[config.mk]
export PLATFORM = sky130hd
export DESIGN_NAME = tcw_ctrl_flat
export DESIGN_NICKNAME = d
export VERILOG_FILES = /design/src/tcw_pkg.sv /design/src/tcw_ifaces.sv /design/src/tcw_ctrl.sv /design/src/flat_wrapper.sv
export SDC_FILE = /design/constraint.sdc
export NUM_CORES = 1
export LEC_CHECK = 0
export BUFFER_PORTS_ARGS = -buffer_cell sky130_fd_sc_hd__buf_2
export CORE_MARGIN = 8
export CORE_UTILIZATION = 54
export DETAILED_ROUTE_END_ITERATION = 16
export PLACE_DENSITY = 0.83
export SLEW_MARGIN = 5
export SYNTH_ARGS = -nofsm -noshare
export SYNTH_HDL_FRONTEND = slang
export SYNTH_SLANG_ARGS = --single-unit
[constraint.sdc]
create_clock -name clk -period 5.04 [get_ports clk]
set_clock_uncertainty 0.15 [all_clocks]
set_input_delay 0.252 -clock clk [delete_from_list [all_inputs] [get_ports clk]]
set_output_delay 0.252 -clock clk [all_outputs]
set_load 0.1 [all_outputs]
[src/tcw_pkg.sv]
package tcw_pkg;

  // Screen geometry
  localparam int SCREEN_WIDTH  = 80;
  localparam int SCREEN_HEIGHT = 25;
  localparam int CELL_COUNT    = SCREEN_WIDTH * SCREEN_HEIGHT;
  localparam int COPY_COUNT    = CELL_COUNT - SCREEN_WIDTH;

  localparam int ADDR_W = $clog2(CELL_COUNT);
  localparam int CNT_W  = $clog2(CELL_COUNT + 1);
  localparam int COL_W  = $clog2(SCREEN_WIDTH);
  localparam int ROW_W  = $clog2(SCREEN_HEIGHT);
  localparam int CELL_W = 16;
  localparam int POS_OUT_W = 11;

  // Character codes
  localparam logic [7:0] CHAR_NUL   = 8'h00;
  localparam logic [7:0] CHAR_BS    = 8'h08;
  localparam logic [7:0] CHAR_LF    = 8'h0A;
  localparam logic [7:0] CHAR_BLANK = 8'h20;
  localparam logic [7:0] RESET_ATTR = 8'h07;
  localparam logic [CELL_W-1:0] RESET_BLANK = {RESET_ATTR, CHAR_BLANK};

  typedef enum logic [1:0] {
    KIND_PUT      = 2'd0,
    KIND_WRITE_AT = 2'd1,
    KIND_CLEAR    = 2'd2,
    KIND_READ     = 2'd3
  } kind_t;

  typedef enum logic [2:0] {
    ST_INIT,
    ST_IDLE,
    ST_READ,
    ST_SCROLL,
    ST_CLEAR
  } state_t;

  typedef struct packed {
    logic              we;
    logic [ADDR_W-1:0] waddr;
    logic [CELL_W-1:0] wdata;
    logic              re;
    logic [ADDR_W-1:0] raddr;
  } ram_req_t;

  typedef struct packed {
    logic                 load;
    logic [POS_OUT_W-1:0] cursor_position;
    logic [CELL_W-1:0]    read_data;
  } res_t;

endpackage

[src/tcw_ifaces.sv]
interface tcw_in_if;
  logic        valid;
  logic        ready;
  logic [1:0]  kind;
  logic [7:0]  char_code;
  logic [6:0]  column;
  logic [10:0] read_address;

  modport source (output valid, kind, char_code, column, read_address, input ready);
  modport sink   (input valid, kind, char_code, column, read_address, output ready);
endinterface


[src/tcw_ctrl.sv]
module tcw_ctrl import tcw_pkg::*; (
  input  logic              clk,
  input  logic              rst_n,
  tcw_in_if.sink            in_ch,
  input  logic [7:0]        attr,
  input  logic              out_free,
  input  logic [CELL_W-1:0] ram_rdata,
  output ram_req_t          ram_req,
  output res_t              res
);

  state_t             state_r, state_nxt;
  logic [CNT_W-1:0]   idx_r, idx_nxt;
  logic [ROW_W-1:0]   row_r, row_nxt;
  logic [COL_W-1:0]   col_r, col_nxt;
  logic               inrange_r, inrange_nxt;

  kind_t              kind;
  logic               accept;
  logic               cmd_ok;
  logic               at_bottom;
  logic [COL_W-1:0]   ec;
  logic [ADDR_W-1:0]  pos;
  logic [ROW_W-1:0]   row_put;
  logic [COL_W-1:0]   col_put;
  logic               wr_put;
  logic [ADDR_W-1:0]  wr_addr;
  logic [CELL_W-1:0]  wr_data;
  logic               scroll;
  logic [CELL_W-1:0]  blank;
  logic [ADDR_W-1:0]  pos_res;
  logic               idx_last;
  logic               idx_end;

  assign kind     = kind_t'(in_ch.kind);
  assign accept   = in_ch.valid && in_ch.ready;
  assign blank    = {attr, CHAR_BLANK};
  assign idx_last = (idx_r == CNT_W'(CELL_COUNT - 1));
  assign idx_end  = (idx_r == CNT_W'(CELL_COUNT));

  // Decode a put-character or write-at-column command against the cursor.
  always_comb begin
    ec        = (kind == KIND_WRITE_AT) ? COL_W'(in_ch.column) : col_r;
    cmd_ok    = (kind == KIND_PUT) ||
                ((kind == KIND_WRITE_AT) && !in_ch.column[0] &&
                 (int'(in_ch.column) < SCREEN_WIDTH));
    at_bottom = (int'(row_r) == SCREEN_HEIGHT - 1);
    pos       = ADDR_W'(row_r) * ADDR_W'(SCREEN_WIDTH) + ADDR_W'(ec);
    row_put   = row_r;
    col_put   = col_r;
    wr_put    = 1'b0;
    wr_addr   = pos;
    wr_data   = {attr, in_ch.char_code};
    scroll    = 1'b0;
    if (cmd_ok) begin
      col_put = ec;
      if (in_ch.char_code == CHAR_NUL) begin
        col_put = ec;
      end else if (in_ch.char_code == CHAR_LF) begin
        col_put = '0;
        if (at_bottom) begin
          scroll = 1'b1;
        end else begin
          row_put = row_r + 1'b1;
        end
      end else if (in_ch.char_code == CHAR_BS) begin
        if (ec == '0) begin
          if (row_r != '0) begin
            row_put = row_r - 1'b1;
            col_put = COL_W'(SCREEN_WIDTH - 1);
          end
        end else begin
          col_put = ec - 1'b1;
          wr_put  = 1'b1;
          wr_addr = pos - 1'b1;
          wr_data = blank;
        end
      end else begin
        wr_put = 1'b1;
        if (int'(ec) == SCREEN_WIDTH - 1) begin
          col_put = '0;
          if (at_bottom) begin
            scroll = 1'b1;
          end else begin
            row_put = row_r + 1'b1;
          end
        end else begin
          col_put = ec + 1'b1;
        end
      end
    end
  end

  // Next state
  always_comb begin
    state_nxt = state_r;
    unique case (state_r)
      ST_INIT: begin
        if (idx_last) state_nxt = ST_IDLE;
      end
      ST_IDLE: begin
        if (accept) begin
          unique case (kind)
            KIND_PUT, KIND_WRITE_AT: state_nxt = scroll ? ST_SCROLL : ST_IDLE;
            KIND_CLEAR:              state_nxt = ST_CLEAR;
            KIND_READ:               state_nxt = ST_READ;
            default:                 state_nxt = ST_IDLE;
          endcase
        end
      end
      ST_READ:   state_nxt = ST_IDLE;
      ST_SCROLL: begin
        if (idx_end) state_nxt = ST_IDLE;
      end
      ST_CLEAR: begin
        if (idx_last) state_nxt = ST_IDLE;
      end
      default:   state_nxt = ST_INIT;
    endcase
  end

  // Outputs and datapath updates
  always_comb begin
    in_ch.ready   = 1'b0;
    ram_req       = '0;
    res.load      = 1'b0;
    res.read_data = '0;
    row_nxt       = row_r;
    col_nxt       = col_r;
    idx_nxt       = idx_r;
    inrange_nxt   = inrange_r;
    unique case (state_r)
      ST_INIT: begin
        ram_req.we    = 1'b1;
        ram_req.waddr = idx_r[ADDR_W-1:0];
        ram_req.wdata = RESET_BLANK;
        idx_nxt       = idx_last ? '0 : idx_r + 1'b1;
      end
      ST_IDLE: begin
        in_ch.ready = out_free;
        if (accept) begin
          idx_nxt = '0;
          unique case (kind)
            KIND_PUT, KIND_WRITE_AT: begin
              row_nxt       = row_put;
              col_nxt       = col_put;
              ram_req.we    = wr_put;
              ram_req.waddr = wr_addr;
              ram_req.wdata = wr_data;
              res.load      = !scroll;
            end
            KIND_CLEAR: begin
              idx_nxt = '0;
            end
            KIND_READ: begin
              ram_req.re    = 1'b1;
              ram_req.raddr = ADDR_W'(in_ch.read_address);
              inrange_nxt   = (int'(in_ch.read_address) < CELL_COUNT);
            end
            default: begin
              idx_nxt = '0;
            end
          endcase
        end
      end
      ST_READ: begin
        res.load      = 1'b1;
        res.read_data = inrange_r ? ram_rdata : '0;
      end
      ST_SCROLL: begin
        // Read the cell one row down while writing back the one read last cycle;
        // the read runs a full row ahead, so the two never hit the same entry.
        if (int'(idx_r) < COPY_COUNT) begin
          ram_req.re    = 1'b1;
          ram_req.raddr = ADDR_W'(idx_r + CNT_W'(SCREEN_WIDTH));
        end
        if (idx_r != '0) begin
          ram_req.we    = 1'b1;
          ram_req.waddr = ADDR_W'(idx_r - 1'b1);
          ram_req.wdata = (int'(idx_r) <= COPY_COUNT) ? ram_rdata : blank;
        end
        idx_nxt  = idx_end ? '0 : idx_r + 1'b1;
        res.load = idx_end;
      end
      ST_CLEAR: begin
        ram_req.we    = 1'b1;
        ram_req.waddr = idx_r[ADDR_W-1:0];
        ram_req.wdata = blank;
        idx_nxt       = idx_last ? '0 : idx_r + 1'b1;
        res.load      = idx_last;
      end
      default: begin
        idx_nxt = '0;
      end
    endcase
    pos_res             = ADDR_W'(row_nxt) * ADDR_W'(SCREEN_WIDTH) + ADDR_W'(col_nxt);
    res.cursor_position = POS_OUT_W'(pos_res);
  end

  always_ff @(posedge clk) begin
    if (!rst_n) begin
      state_r   <= ST_INIT;
      idx_r     <= '0;
      row_r     <= '0;
      col_r     <= '0;
      inrange_r <= 1'b0;
    end else begin
      state_r   <= state_nxt;
      idx_r     <= idx_nxt;
      row_r     <= row_nxt;
      col_r     <= col_nxt;
      inrange_r <= inrange_nxt;
    end
  end

  a_cursor_bounds: assert property (@(posedge clk) disable iff (!rst_n)
    (int'(row_r) < SCREEN_HEIGHT) && (int'(col_r) < SCREEN_WIDTH))
    else $error("cursor outside screen");

  a_load_free: assert property (@(posedge clk) disable iff (!rst_n)
    res.load |-> out_free)
    else $error("result loaded while output slot busy");

  a_read_no_write: assert property (@(posedge clk) disable iff (!rst_n)
    (state_r == ST_READ) |-> !ram_req.we)
    else $error("cell write during read");

  a_scroll_bottom: assert property (@(posedge clk) disable iff (!rst_n)
    (state_r == ST_SCROLL) |-> (int'(row_r) == SCREEN_HEIGHT - 1) && (col_r == '0))
    else $error("scroll with cursor off the bottom line start");

endmodule
[src/flat_wrapper.sv]
// flat-port wrapper written by rule: the top's interface ports become plain ports
module tcw_ctrl_flat import tcw_pkg::*;
  (clk, rst_n, attr, out_free, ram_rdata, ram_req, res, in_ch_valid, in_ch_kind, in_ch_char_code, in_ch_column, in_ch_read_address, in_ch_ready);
  tcw_in_if in_ch_i ();
  input  logic clk;
  input  logic rst_n;
  input  logic [7:0] attr;
  input  logic out_free;
  input  logic [CELL_W-1:0] ram_rdata;
  output ram_req_t ram_req;
  output res_t res;
  input wire logic [$bits(in_ch_i.valid)-1:0] in_ch_valid;
  input wire logic [$bits(in_ch_i.kind)-1:0] in_ch_kind;
  input wire logic [$bits(in_ch_i.char_code)-1:0] in_ch_char_code;
  input wire logic [$bits(in_ch_i.column)-1:0] in_ch_column;
  input wire logic [$bits(in_ch_i.read_address)-1:0] in_ch_read_address;
  output wire logic [$bits(in_ch_i.ready)-1:0] in_ch_ready;
  assign in_ch_i.valid = in_ch_valid;
  assign in_ch_i.kind = in_ch_kind;
  assign in_ch_i.char_code = in_ch_char_code;
  assign in_ch_i.column = in_ch_column;
  assign in_ch_i.read_address = in_ch_read_address;
  assign in_ch_ready = in_ch_i.ready;
  tcw_ctrl u_core (.clk(clk), .rst_n(rst_n), .in_ch(in_ch_i), .attr(attr), .out_free(out_free), .ram_rdata(ram_rdata), .ram_req(ram_req), .res(res));
endmodule
==> impl_results.md <==
- Ys flop type: dfxtp_1
- First-pass iteration count of the detailed router: 7
- Worst slew pin tran: 1.08 ns
- Period utilization: 95.8%
- Initial antenna violation count: 0
- P_int: 329 uW
- DRC: 0
- Core Area: 7730 um2
- Share of cells above drive strength 1: 26.6%
- Final Hold Viols: 0
- Crit path required time: 4.64 ns
- Sequential group share of total power: 42.9%
- CP max FO: 10
- Slowest-stage cell, CP: fa_1
- Area Growth Syn to Fin: 20.0%
- # hold bufs at CTS: 0
- Via count: 4935
- Max-cap viol count: 0
- #FFs+latches synth: 27
- Status: complete, no violations
- Part of the Yosys area used for sequential elements: 12.6%
- GPL Wtd Cong: 0.990
- Worst skew pair latency: 0.29 ns
- Worst hold margin: 0.190 ns
- FILL cells: 706
- Routed WL: 15100 um
- Number of global-route vias before repair: 4678
- Worst Setup End Kind: primary output
- Worst-path clk slew: 0.11 ns
- Clk pwr share: 27.0%
- Slowest stage delay, CP: 0.46 ns
- Critical path type: input pin to primary output
- Total gr overflow: 0
- # port buffers: 124
- Logic gate share of total power: 30.0%
- CTS tree: yes
- Clock root cell: clkbuf_8
- Hpwl dp: 12300 um
- FFs w/ async S/R, synth: 0%
- Layout Utilization: 66.7%
- Post-Syn Area: 4290 um2
- Power per cell area: 99.5 nW/um2
- Type of the most critical hold path: input pin to flip-flop
- CTS max path bufs: 2
- Synth cell types: 85
- Mapped Nets: 685
- Post-synth EDFFs: 0
- Die W: 105 um
- CTS Sinks: 27
- Worst rel slew slack: 26.0%
- Syn avg cell area: 7.20 um2
- Achievable frequency: 207 MHz
- GRT Total Usage: 25.5%
- Die area: 11100 um2
- Commonest non-fill, non-tap cells in the layout: 122 x buf_2, 72 x nand2_1, 56 x nor2_1
- Commonest non-fill, non-tap cell in the layout: buf_2
- N_diodes: 0
- VDD IR-drop max: 0.000103 V
- I/O pins: 125
- Post-DRT Antenna Nets: 0
- Initial DRC Count: 355
- Crit path launch type: input pin
- Starting density of the core: 55.6%
- Nets: 798
- Cells after Synth: 596
- DIE HEIGHT: 105 um
- Switch Pwr: 184 uW
- Total CTS buffers: 3
- Tmin final: 4.83 ns
- Ys Warns: 0
- Pin count of the biggest net entering global routing: 20
- Num rows: 32
- Vias per cell: 6.09
- Htree depth: 1
- Pleak: 0.00235 uW
- CP cell instances: buf_2 -> and2b_1 -> mux2i_4 -> ha_2 -> and4_4 -> nand3_1 -> mux2i_1 -> nor2_1 -> or3_1 -> ha_1 -> ha_1 -> inv_1 -> fa_1 -> or2_2 -> nor3_1 -> o21ai_0 -> nand3_1 -> xor2_2 -> buf_12
- Switch share: 35.9%
- Final setup fails: 0
- Wire per inst: 18.6 um
- First-pass GRT wire length: 23800 um
- WP data arrival: 4.42 ns
- Pins Over Slew Limit: 0
-- timing repair --
| action | in CTS | in global routing |
|---|---|---|
| resized for setup | 0 | 14 |
| endpoints found under the setup margin | 0 | 1 |
| buffers inserted | 0 | 3 |
-- area by class of cell --
cell class,count,area [um2],area share [%]
tap,102,128,2.48
timing repair buffer,142,786,15.2
sequential,27,546,10.6
clock buffer,3,41.3,0.801
clock inverter,1,5.00,0.0971
multi-input combinational,510,3550,69.0
inverter,25,93.8,1.82
-- power groups by stage --
stage,sequential [uW],clock [uW],combinational (uW)
global route,221,145,165
detailed placement,225,0,145
global placement,225,0,143
floorplan,223,0,96.4
CTS,220,138,145
finish,220,139,154
-- synth_stat cells (all sizes together), types with 14 or more instances --
| cell | count | share of area (%) |
|---|---|---|
| and2 | 30 | 4.4 |
| o21ai | 35 | 4.1 |
| nor3 | 14 | 1.7 |
| nand2 | 72 | 6.3 |
| nand3 | 20 | 2.4 |
| clkbuf | 22 | 1.9 |
| a21oi | 30 | 3.5 |
| dfxtp | 27 | 13 |
| xor2 | 14 | 2.9 |
| xnor2 | 23 | 4.7 |
| ha | 29 | 8.4 |
| inv | 25 | 2.2 |
| nor2 | 59 | 5.2 |
| a22o | 14 | 2.9 |
-- worst max-delay path, delay by kind of cell --
kind | cells | cell delay [ns]
multiplexers | 2 | 0.46
AO/OA/AOI/OAI | 1 | 0.12
buffers and inverters | 3 | 0.43
adder cells (fa/ha/maj) | 4 | 1.14
XOR/XNOR | 1 | 0.20
AND/OR/NAND/NOR | 8 | 1.83
-- cells by family (layout without fill, tap and decap cells) --
group | count (synthesis) | count (layout) | share of synthesized area, %
AOI/OAI and AO/OA | 153 | 153 | 25.1
xor gates and xnor gates | 37 | 37 | 7.55
adders and majority gates | 33 | 33 | 10.3
buffers and inverters | 59 | 171 | 6.26
DFF | 27 | 27 | 12.6
muxes | 14 | 14 | 4.08
and+or+nand+nor | 273 | 273 | 34.1
-- through the flow --
step           cells  TNS (ns)  instance area (um2)  setup slack [ns]  total power, uW
5_1_grt          810  -0.00673                 5150          -0.00673              530
6_report         810         0                 5150             0.214              513
2_1_floorplan    596    -0.662                 4320            -0.390              319
4_1_cts          807         0                 5090             0.122              504
3_5_place_dp     803         0                 5040             0.150              370
3_3_place_gp     803         0                 5040             0.278              367
-- registers in the layout (all words and copies together), names as in the netlist --
register	count
u_core.col_r	7
u_core.idx_r	11
u_core.inrange_r	1
u_core.state_r	3
u_core.row_r	5
-- layer usage --
layer  part of all wire (%)  global-route usage [%]  vias up
met2                     50                    45.8      240
met5                      0                       0        -
met1                     40                    30.6     2301
met3                    8.0                    4.36       23
li1                       -                       -     2371
met4                    1.7                    6.12        0
-- path summary, 6_finish.rpt --
check                        start          endpoint  slack [ns]  cells after the start
max                  in_ch_kind[1]           res[26]        0.21                     19
max reg2reg        u_core.idx_r[0]   u_core.idx_r[9]        2.03                      9
min reg2reg       u_core.inrange_r  u_core.inrange_r        0.36                      1
min          in_ch_read_address[6]  u_core.inrange_r        0.19                      3
Power figures use the tool's default switching activity.
